**config.mk**
```make
export PLATFORM = sky130hd
export DESIGN_NAME = srr_exec
export DESIGN_NICKNAME = d
export VERILOG_FILES = /design/src/hw/rtl/srr_pkg.sv /design/src/hw/rtl/srr_exec.sv
export SDC_FILE = /design/constraint.sdc
export NUM_CORES = 1
export LEC_CHECK = 0
export BUFFER_PORTS_ARGS = -buffer_cell sky130_fd_sc_hd__buf_2
export CAP_MARGIN = 10
export CORE_ASPECT_RATIO = 1.25
export CORE_MARGIN = 1.5
export CORE_UTILIZATION = 40
export CTS_CLUSTER_SIZE = 40
export DETAILED_ROUTE_END_ITERATION = 7
export PLACE_DENSITY_LB_ADDON = 0.12
export SKIP_LAST_GASP = 1
export SYNTH_ARGS = -nofsm -noshare
export SYNTH_HDL_FRONTEND = slang
export SYNTH_SLANG_ARGS = --single-unit
```
**constraint.sdc**
```tcl
create_clock -name clk -period 2.45 [get_ports clk]
set_input_delay 0.3675 -clock clk [delete_from_list [all_inputs] [get_ports clk]]
set_output_delay 0.3675 -clock clk [all_outputs]
set_load 0.01 [all_outputs]
```
**src/hw/rtl/srr_pkg.sv**
```systemverilog
// Shared types and codes for the shift/rotate read-modify-write unit.
// Item structs, operation and addressing-mode codes, stage control struct.
// No dependencies.
`default_nettype none

package srr_pkg;

  localparam int ADDR_BITS_DEF = 16;

  // Operation codes
  localparam logic [1:0] OP_ASL = 2'd0;
  localparam logic [1:0] OP_LSR = 2'd1;
  localparam logic [1:0] OP_ROL = 2'd2;
  localparam logic [1:0] OP_ROR = 2'd3;

  // Addressing-mode codes; anything above MODE_ABSX is invalid
  localparam logic [2:0] MODE_ACC  = 3'd0;
  localparam logic [2:0] MODE_ZP   = 3'd1;
  localparam logic [2:0] MODE_ZPX  = 3'd2;
  localparam logic [2:0] MODE_ABS  = 3'd3;
  localparam logic [2:0] MODE_ABSX = 3'd4;

  typedef struct packed {
    logic [1:0]  op;
    logic [2:0]  mode;
    logic [15:0] operand_address;
    logic [7:0]  index_x;
  } srr_in_t;

  typedef struct packed {
    logic [7:0]  result_value;
    logic [15:0] effective_address;
    logic        carry_out;
    logic        zero_out;
    logic        negative_out;
    logic        bad_mode;
  } srr_out_t;

  // Decoded control that travels with an item from address stage to execute
  typedef struct packed {
    logic [1:0] op;
    logic       acc;
    logic       bad;
  } srr_ctl_t;

endpackage

`default_nettype wire

```
**src/hw/rtl/srr_exec.sv**
```systemverilog
// Execute stage of the shift/rotate unit: shifter, accumulator and flags,
// memory write-back and the output register.
// Depends on srr_pkg.
`default_nettype none

module srr_exec import srr_pkg::*; #(
  parameter int ADDR_BITS = ADDR_BITS_DEF
) (
  input  wire logic                 clk,
  input  wire logic                 rst_n,
  input  wire logic                 issue,
  input  wire srr_ctl_t             issue_ctl,
  input  wire logic [ADDR_BITS-1:0] issue_addr,
  input  wire logic [7:0]           rd_data,
  output logic                      wr_en,
  output logic      [ADDR_BITS-1:0] wr_addr,
  output logic      [7:0]           wr_data,
  output logic                      busy,
  output logic                      out_valid,
  input  wire logic                 out_stall,
  output srr_out_t                  out_data
);

  // Returns {carry, result}
  function automatic logic [8:0] shift_byte(input logic [1:0] op, input logic [7:0] v,
                                            input logic cin);
    logic [8:0] r;
    case (op)
      OP_ASL:  r = {v[7], v[6:0], 1'b0};
      OP_LSR:  r = {v[0], 1'b0, v[7:1]};
      OP_ROL:  r = {v[7], v[6:0], cin};
      default: r = {v[0], cin, v[7:1]};
    endcase
    return r;
  endfunction

  logic                 s1_valid_r;
  srr_ctl_t             s1_ctl_r;
  logic [ADDR_BITS-1:0] s1_addr_r;
  logic                 s1_fire;
  logic [7:0]           acc_r;
  logic                 carry_r;
  logic                 zero_r;
  logic                 neg_r;
  logic                 out_valid_r;
  srr_out_t             out_data_r;
  logic [7:0]           src;
  logic [8:0]           shifted;
  srr_out_t             out_nxt;

  assign s1_fire = s1_valid_r && (!out_valid_r || !out_stall);
  assign busy    = s1_valid_r && !s1_fire;

  assign src     = s1_ctl_r.acc ? acc_r : rd_data;
  assign shifted = shift_byte(s1_ctl_r.op, src, carry_r);

  always_comb begin
    if (s1_ctl_r.bad) begin
      out_nxt = '{result_value: 8'h00, effective_address: 16'h0000,
                  carry_out: carry_r, zero_out: zero_r, negative_out: neg_r,
                  bad_mode: 1'b1};
    end else begin
      out_nxt = '{result_value: shifted[7:0],
                  effective_address: s1_ctl_r.acc ? 16'h0000 : 16'(s1_addr_r),
                  carry_out: shifted[8], zero_out: (shifted[7:0] == 8'h00),
                  negative_out: shifted[7], bad_mode: 1'b0};
    end
  end

  assign wr_en   = s1_fire && !s1_ctl_r.bad && !s1_ctl_r.acc;
  assign wr_addr = s1_addr_r;
  assign wr_data = shifted[7:0];

  always_ff @(posedge clk) begin
    if (issue) begin
      s1_ctl_r  <= issue_ctl;
      s1_addr_r <= issue_addr;
    end
    if (s1_fire) begin
      out_data_r <= out_nxt;
    end
  end

  always_ff @(posedge clk) begin
    if (!rst_n) begin
      s1_valid_r  <= 1'b0;
      out_valid_r <= 1'b0;
      acc_r       <= 8'h00;
      carry_r     <= 1'b0;
      zero_r      <= 1'b0;
      neg_r       <= 1'b0;
    end else begin
      s1_valid_r <= issue || (s1_valid_r && !s1_fire);
      if (s1_fire) begin
        out_valid_r <= 1'b1;
      end else if (!out_stall) begin
        out_valid_r <= 1'b0;
      end
      if (s1_fire && !s1_ctl_r.bad) begin
        carry_r <= shifted[8];
        zero_r  <= (shifted[7:0] == 8'h00);
        neg_r   <= shifted[7];
        if (s1_ctl_r.acc) begin
          acc_r <= shifted[7:0];
        end
      end
    end
  end

  assign out_valid = out_valid_r;
  assign out_data  = out_data_r;

`ifndef NO_ASSERTIONS
  a_bad_keeps_state: assert property (@(posedge clk) disable iff (!rst_n)
    (s1_fire && s1_ctl_r.bad) |=>
      (acc_r == $past(acc_r)) && (carry_r == $past(carry_r)) &&
      (zero_r == $past(zero_r)) && (neg_r == $past(neg_r)))
    else $error("invalid mode changed architectural state");

  a_zero_flag: assert property (@(posedge clk) disable iff (!rst_n)
    (out_valid_r && !out_data_r.bad_mode) |->
      (out_data_r.zero_out == (out_data_r.result_value == 8'h00)))
    else $error("zero flag disagrees with result");

  a_flags_follow_out: assert property (@(posedge clk) disable iff (!rst_n)
    s1_fire |=> (out_data_r.carry_out == carry_r) && (out_data_r.zero_out == zero_r))
    else $error("reported flags differ from stored flags");
`endif

endmodule

`default_nettype wire
```
==> flow_summary_export.csv, run 1 <==
group,metric,value,unit
cts,ctsHoldBuffers,0,
cts,cts.clk_slew.worst_paths,0.07,ns
global_route,busiest_layer,"met2",
global_route,grt_pass1_vias,1493,
global_route,grtUsageMet1,0.180,
finish,layout_common_cells,"buf_2, edfxtp_1, and2_1",
yosys,synth_enable_flop_cells,48,
sta,skew,0.00541,ns
floorplan,die_h,90.9,um
detailed_routing,vias,1564,
yosys,synth_top_cell_area_share,0.583,
yosys,synth_top_area_cell,"edfxtp_1",
yosys,async_flop_share,0,
cts,clk_latency,0.32,ns
detailed_routing,drc_errors,0,
critical_path,path_class,"reg -> out",
cts,cts_max_path_buffers,2,
sta,min_period,2.24,ns
yosys,postSynthAreaPerCell,15.4,sq um
global_route,grt_pass1_wl,7360,um
global_route,antenna_found_initial,0,
power,p_switching,525,uW
finish,antenna_cells,0,
sta,tightest_slew,0.749,ns
detailed_routing,first_iter_violations,65,
floorplan,start_util,0.419,
sta,fin_crit_sh,0.916,
finish,drive_above_1_share,0.420,
power,sw_frac_of_total,0.242,
worst_hold_path,hold_class,"in -> reg",
finish,utilization,0.523,
sta,setup_tns,0,ns
power,pwr-share-seq,0.561,
status,status,"finished, final reports clean",
floorplan,rows,31,
critical_path,cp_top_family,"multiplexers",
critical_path,critPathCapture,"wr_data[5]",
power,powerDensity,705,nW/um^2
global_route,grt_max_degree,29,
detailed_routing,viasPerCell,4.71,
cts,numCtsBuffers,9,
sta,fmax,0.446,GHz
yosys,synth_flop_cell,"edfxtp_1",
critical_path,max_stage_delay,0.72,ns
finish,num-fill-cells,548,
critical_path,critPathLaunch,"s1_ctl_r[2]",
sta,setup_viol,0,
placement,port_buffers,86,
finish,final_area,3080,sq um
power,power.total,2.17,mW
sta,maxSlewHeadroom,0.499,
global_route,grt_util_met2,0.240,
critical_path,r2r_end,"out_data[2]",
detailed_routing,drt-total-wl,4710,um
critical_path,start_kind,"register",
critical_path,cp.required,2.08,ns
critical_path,critical_path_depth,2,
cts,cts_tree,"built",
global_route,grtUsageMet3,0.0480,
yosys,synthTopCellsByArea,"edfxtp_1, dfxtp_1, and2_1",
power,pwr-share-comb,0.107,
power,internal_power,1.65,mW
finish,nets,277,
global_route,grt.total_usage,0.151,
placement,hpwl,3460,um
power,ir_drop,0.355,mV
floorplan,die-area,6660,sq um
critical_path,r2r_cells,4,
critical_path,crit_arrival,1.88,ns
yosys,yosys_warnings,0,
cts,h-tree-depth,3,
critical_path,setup.worst_path.end_class,"primary output",
yosys,syn_area,2470,sq um
yosys,synth_cell_type_count,29,
placement,gp_congestion,0.822,
cts,root_buffer,"clkbuf_8",
yosys,ys_ff_latch,61,
floorplan,die_w,73.3,um
sta,timing.final.max_slew_violations,0,
cts,clock-sinks,61,
critical_path,r2r_slack,0.37,ns
power,leakage,1.31,nW
finish,mostFrequentLayoutCell,"buf_2",
sta,hold_viol_final,0,
floorplan,io_pins,87,
yosys,synthCells,160,
finish,area_growth,24.7,%
cts,post_cts_resized,0,
detailed_routing,wire_per_inst,14.2,um
sta,grt_setup_unrepaired,"false",
cts,post_cts_buffers,0,
flow_run,max-cap-violations,0,
critical_path,cp_max_fo,11,
floorplan,design.core.area,5900,sq um
placement,place_area,2920,sq um
critical_path,path_cells,"mux4_1 > buf_2",
global_route,gr-total-overflow,0,
critical_path,crit_path_top_delay_cell,"mux4_1",
detailed_routing,first_pass_iters,4,
critical_path,critPathBufInv,1,
critical_path,r2r_start,"s1_ctl_r[2]",
power,clock_power_share,0.332,
yosys,ys_seq_area_frac,0.689,
yosys,syn_nets,192,
detailed_routing,postRouteAntennaNets,0,
[synthesized netlist by cell type, types with 2 or more instances]
library cell	instances
edfxtp_1	48
and2_1	23
dfxtp_1	13
buf_4	8
mux2i_1	8
nand2_1	8
nor2b_1	7
a21boi_0	5
mux4_1	5
a21oi_1	4
nand3_1	4
clkbuf_1	3
inv_1	3
nor2_1	3
o21ai_0	3
mux4_2	2
[through the flow]
step	hold WS (ns)	setup slack [ns]	cells
after CTS	0.197	0.176	332
after detailed placement	0.480	0.366	316
final	0.214	0.206	332
after floorplan	0.447	0.421	160
after global placement	0.466	0.447	316
after global routing	0.187	0.103	332
[power by group through the flow]
stage	clock network, mW	registers, mW	logic, mW
after floorplan	0	1.25	0.128
after global placement	0	1.24	0.235
after detailed placement	0	1.24	0.238
after CTS	0.748	1.22	0.238
after global routing	0.801	1.22	0.255
final	0.721	1.22	0.233
[cells by family (layout without fill, tap and decap cells)]
family,count (synthesis),after routing,share of synthesized area
flops,61,61,0.689
simple gates,50,50,0.119
compound gates,18,18,0.0481
buf+inv,16,106,0.0400
mux,15,15,0.104
[worst reg2reg max path, delay by kind of cell (launching register included)]
family / cells / cell delay [ns]
muxes: 1 / 0.72
DFF: 1 / 0.64
AOI/OAI and AO/OA: 1 / 0.13
and+or+nand+nor: 2 / 0.44
[how the worst min path moves through the flow]
| stage | slack [ns] | depth (start not counted) | startpoint | to |
|---|---|---|---|---|
| 5_1_grt | 0.19 | 1 | issue_ctl[1] | s1_ctl_r[1] |
| 3_3_place_gp | 0.47 | 2 | zero_r | zero_r |
| 6_report | 0.21 | 1 | issue_ctl[1] | s1_ctl_r[1] |
| 2_1_floorplan | 0.45 | 2 | acc_r[0] | acc_r[0] |
| 4_1_cts | 0.20 | 1 | issue_addr[14] | wr_addr[14] |
| 3_5_place_dp | 0.48 | 2 | acc_r[0] | acc_r[0] |
[metal layers]
layer | routed length, um | vias to the layer above
li1 | - | 753
met1 | 1980 | 734
met2 | 2330 | 70
met3 | 319 | 7
met4 | 80 | 0
met5 | 0 | -
[layout make-up]
type	instances	area, sq um	share of cell area
clock buffer	10	128	0.0414
clock inverter	6	30.0	0.00974
inverter	3	11.3	0.00365
multi-input combinational	83	671	0.218
sequential	61	1700	0.552
tap	82	103	0.0333
timing repair buffer	87	438	0.142
[sequential cells by signal, indices dropped and copies added, names as in the netlist]
register,flops
acc_r,8
neg_r,1
s1_valid_r,1
s1_ctl_r,4
wr_addr,16
out_valid,1
out_data,28
carry_r,1
zero_r,1
Power figures use the tool's default switching activity.
==> run 2, diff against run 1 <==
--- a/config.mk
+++ b/config.mk
@@ -5,13 +5,13 @@
 export SDC_FILE = /design/constraint.sdc
 export NUM_CORES = 1
 export LEC_CHECK = 0
-export BUFFER_PORTS_ARGS = -buffer_cell sky130_fd_sc_hd__buf_2
 export CAP_MARGIN = 10
 export CORE_ASPECT_RATIO = 1.25
 export CORE_MARGIN = 1.5
 export CORE_UTILIZATION = 40
 export CTS_CLUSTER_SIZE = 40
 export DETAILED_ROUTE_END_ITERATION = 7
+export DONT_BUFFER_PORTS = 1
 export PLACE_DENSITY_LB_ADDON = 0.12
 export SKIP_LAST_GASP = 1
 export SYNTH_ARGS = -nofsm -noshare
==> run 2 against run 1 <==
Non-clock buffer count fell by 85. Critical path depth unchanged. Power is 11% higher. Combinational power fell by 48%. Die area unchanged. Sequential power is essentially flat. Utilization shrank 5.9 points. Worst hold slack lost 0.080 ns. Worst setup slack better by 0.20 ns. Fmax is 9.8% higher.
==> flow_summary_export.csv, run 2 (same netlist as run 1, synthesis figures left out) <==
group,metric,value,unit
status,status,"finished, final reports clean",
floorplan,die_h,90.9,um
global_route,grt_pass1_vias,1350,
cts,clk_latency,0.32,ns
critical_path,cp_max_fo,8,
detailed_routing,top_layer,"met4",
sta,maxSlewHeadroom,0.442,
cts,cts.clk_slew.worst_paths,0.07,ns
cts,post_cts_buffers,0,
sta,tightest_slew,0.834,ns
detailed_routing,viasPerCell,5.16,
worst_hold_path,whs_path_depth,0,
placement,hpwl,3250,um
critical_path,cp.required,2.08,ns
power,pwr-share-comb,0.051,
global_route,grt.total_usage,0.144,
finish,largest_register_ffs,28,
floorplan,die_w,73.3,um
finish,nets,192,
critical_path,r2r_cells,5,
detailed_routing,postRouteAntennaNets,0,
floorplan,io_pins,87,
cts,numCtsBuffers,9,
placement,port_buffers,0,
detailed_routing,first_iter_violations,40,
sta,fmax,0.489,GHz
detailed_routing,wl_met2,2360,um
power,pwr-share-seq,0.521,
global_route,antenna_found_initial,0,
power,leakage,1.00,nW
cts,cts_max_path_buffers,2,
cts,post_cts_resized,0,
sta,grt_setup_unrepaired,"false",
critical_path,crit_arrival,1.68,ns
detailed_routing,drt-total-wl,4490,um
finish,area_growth,10.5,%
sta,skew,0.00963,ns
finish,layout_common_cells,"edfxtp_1, and2_1, dfxtp_1",
critical_path,path_class,"reg -> out",
power,powerDensity,879,nW/um^2
detailed_routing,met1Wirelength,1580,um
cts,ctsHoldBuffers,0,
power,p_switching,488,uW
cts,clock-sinks,61,
sta,min_period,2.04,ns
detailed_routing,drc_errors,0,
floorplan,die-area,6660,sq um
global_route,grt_max_degree,29,
sta,fin_crit_sh,0.835,
power,internal_power,1.91,mW
critical_path,setup.worst_path.end_class,"primary output",
detailed_routing,wire_per_inst,18.2,um
global_route,grt_pass1_wl,6930,um
power,clock_power_share,0.428,
detailed_routing,first_pass_iters,4,
detailed_routing,met3WireLength,524,um
finish,antenna_cells,0,
cts,h-tree-depth,3,
finish,drive_above_1_share,0.121,
placement,gp_congestion,0.904,
floorplan,design.core.area,5900,sq um
critical_path,start_kind,"register",
floorplan,start_util,0.419,
global_route,gr-total-overflow,0,
sta,hold_viol_final,0,
sta,setup_slack,0.405,ns
flow_run,max-cap-violations,0,
floorplan,rows,31,
power,sw_frac_of_total,0.203,
sta,setup_viol,0,
worst_hold_path,hold_start,"issue_ctl[2]",
sta,timing.final.max_slew_violations,0,
cts,root_buffer,"clkbuf_8",
sta,setup_tns,0,ns
placement,place_ws,0.507,ns
finish,mostFrequentLayoutCell,"edfxtp_1",
worst_hold_path,hold_class,"in -> reg",
power,power.total,2.40,mW
cts,cts_tree,"built",
detailed_routing,vias,1275,
critical_path,critPathLaunch,"s1_ctl_r[2]",
power,ir_drop,0.345,mV
critical_path,r2r_start,"s1_ctl_r[2]",
==> run 2: changes by cell type in the layout (fill, tap and decap cells not counted), sizes merged <==
cell,change
clkinvlp,-1
bufinv,+3
clkbuf,+1
clkinv,-3
buf,-85
==> run 2: metrics by stage <==
| stage | hold slack, ns | utilization | area, sq um | instances |
|---|---|---|---|---|
| finish | 0.134 | 0.463 | 2730 | 247 |
| global route | 0.104 | 0.463 | 2730 | 247 |
| CTS | 0.107 | 0.463 | 2730 | 247 |
| detailed placement | 0.466 | 0.424 | 2500 | 231 |
| global placement | 0.466 | 0.424 | 2500 | 231 |
| floorplan | 0.447 | - | 2470 | 160 |
==> run 2: critical path, stage by stage (launching register included) <==
cell and delay [ns]:
edfxtp_1 0.45, buf_4 0.20, mux4_1 0.71
==> run 2: path summary, 6_finish.rpt <==
kind                 end  slack [ns]
min reg2reg       zero_r        0.48
max           wr_data[5]        0.41
max reg2reg  out_data[2]        0.52
min          s1_ctl_r[2]        0.13
==> run 2: cell type report <==
cell class,count,area [sq um]
multi-input combinational,83,671
sequential,61,1700
clock inverter,5,98.8
inverter,3,11.3
fill,550,3160
clock buffer,11,131
timing repair buffer,2,15.0
tap,82,103
==> run 2: routing by layer <==
metal	GRT usage	up-vias
met2	0.239	78
li1	-	582
met5	0	-
met4	0.0648	0
met1	0.138	613
met3	0.0915	2
==> run 2: power by group through the flow <==
stage / combinational [mW] / clock (mW) / sequential [mW]
floorplan: 0.128 / 0 / 1.25
global placement: 0.123 / 0 / 1.27
detailed placement: 0.124 / 0 / 1.27
CTS: 0.125 / 1.06 / 1.25
global route: 0.136 / 1.11 / 1.26
finish: 0.122 / 1.03 / 1.25
==> run 3, diff against run 2 <==
==> constraint.sdc (replaced) <==
create_clock -name clk -period 2.05 [get_ports clk]
set_input_delay 0.3075 -clock clk [delete_from_list [all_inputs] [get_ports clk]]
set_output_delay 0.3075 -clock clk [all_outputs]
set_load 0.01 [all_outputs]
==> run 3 against run 2 <==
Final area is 0.46% higher. Power grew 15%. Non-clock buffer count increased by 5. Sequential share of layout area down 0.28 points. Largest power group unchanged. Highest routed layer unchanged.
==> flow_summary_export.csv, run 3 (same netlist as run 1, synthesis figures left out) <==
group,metric,value,unit
placement,port_buffers,0,
critical_path,crit_arrival,1.66,ns
placement,post-place-cells,236,
critical_path,start_kind,"register",
detailed_routing,viasPerCell,5.16,
sta,skew,0.00572,ns
cts,cts_tree,"built",
critical_path,setup.worst_path.end_class,"primary output",
detailed_routing,postRouteAntennaNets,0,
finish,nets,197,
cts,clk_latency,0.33,ns
power,powerDensity,1010,nW/um^2
sta,hold_viol_final,0,
cts,post_cts_buffers,0,
worst_hold_path,hold_class,"in -> reg",
sta,maxSlewHeadroom,0.488,
placement,hpwl,3340,um
placement,gp_congestion,0.818,
floorplan,die_h,90.9,um
cts,cts_max_path_buffers,2,
floorplan,io_pins,87,
detailed_routing,drt-total-wl,4540,um
sta,timing.hold.ws,0.0646,ns
detailed_routing,first_iter_violations,58,
floorplan,design.core.area,5900,sq um
global_route,busiest_layer,"met2",
finish,antenna_cells,0,
floorplan,die_w,73.3,um
critical_path,path_class,"reg -> out",
global_route,grt_pass1_vias,1333,
placement,place_ws,0.149,ns
finish,finalNonFillerCells,252,
finish,drive_above_1_share,0.147,
finish,final_area,2740,sq um
finish,utilization,0.465,
detailed_routing,drc_errors,0,
cts,numCtsBuffers,9,
finish,layout_common_cells,"edfxtp_1, and2_1, dfxtp_1",
power,power.total,2.76,mW
status,status,"finished, final reports clean",
floorplan,rows,31,
sta,setup_slack,0.0816,ns
cts,h-tree-depth,3,
critical_path,cp.required,1.74,ns
cts,ctsHoldBuffers,0,
floorplan,die-area,6660,sq um
floorplan,start_util,0.419,
power,leakage,1.02,nW
power,ir_drop,0.368,mV
detailed_routing,first_pass_iters,4,
placement,place_area,2540,sq um
detailed_routing,vias,1301,
detailed_routing,wire_per_inst,18.0,um
global_route,gr-total-overflow,0,
worst_hold_path,hold_start,"issue_addr[13]",
sta,fin_crit_sh,0.960,
finish,largest_register_ffs,28,
cts,post_cts_resized,0,
cts,root_buffer,"clkbuf_8",
sta,grt_setup_unrepaired,"false",
sta,timing.final.max_slew_violations,0,
sta,fmax,0.508,GHz
global_route,grt_max_degree,29,
global_route,antenna_found_initial,0,
global_route,grt_util_met2,0.243,
critical_path,r2r_start,"s1_ctl_r[2]",
flow_run,max-cap-violations,0,
finish,mostFrequentLayoutCell,"edfxtp_1",
cts,cts.clk_slew.worst_paths,0.06,ns
sta,setup_tns,0,ns
critical_path,cp_max_fo,8,
global_route,grtUsageMet1,0.149,
cts,clock-sinks,61,
global_route,grt.total_usage,0.148,
global_route,grtUsageMet3,0.0737,
finish,area_growth,11.0,%
sta,min_period,1.97,ns
sta,tightest_slew,0.766,ns
global_route,grt_pass1_wl,7070,um
critical_path,critPathLaunch,"s1_ctl_r[2]",
sta,setup_viol,0,
[run 3: cell count changes in the layout (fill, tap and decap cells not counted)]
cell / before / now
buf_4: 2 / 7
clkinv_1: 1 / 2
clkinv_2: 1 / 2
bufinv_16: 3 / 2
clkbuf_1: 2 / 1
[run 3: final cells by class]
class	instances	area, sq um
flip-flops and latches	61	1700
inverters	3	11.3
clock buffers	10	128
repair buffers	7	52.6
fillers	540	3150
clock inverters	6	77.6
multi-input cells	83	671
well taps	82	103
[run 3: final timing paths]
| path | endpoint | slack (ns) | depth (start not counted) |
|---|---|---|---|
| setup reg to reg | out_data[2] | 0.16 | 5 |
| hold reg to reg | zero_r | 0.48 | 2 |
| setup / recovery | wr_data[1] | 0.08 | 2 |
| hold / removal | wr_addr[13] | 0.06 | 0 |
[run 3: power by group]
group	internal (mW)	total [mW]	switching (mW)
logic	0.0740	0.166	0.0915
clock network	0.672	1.11	0.434
registers	1.42	1.49	0.0666
total	2.17	2.76	0.592
[run 3: critical path, stage by stage (launching register included)]
cell and delay (ns):
edfxtp_1 0.44, buf_4 0.20, mux4_1 0.69
[run 3: metal layers]
layer / part of all wire / vias to the layer above / wire length (um)
li1: - / 594 / -
met1: 0.35 / 627 / 1610
met2: 0.51 / 67 / 2320
met3: 0.11 / 13 / 492
met4: 0.026 / 0 / 120
met5: 0 / - / 0
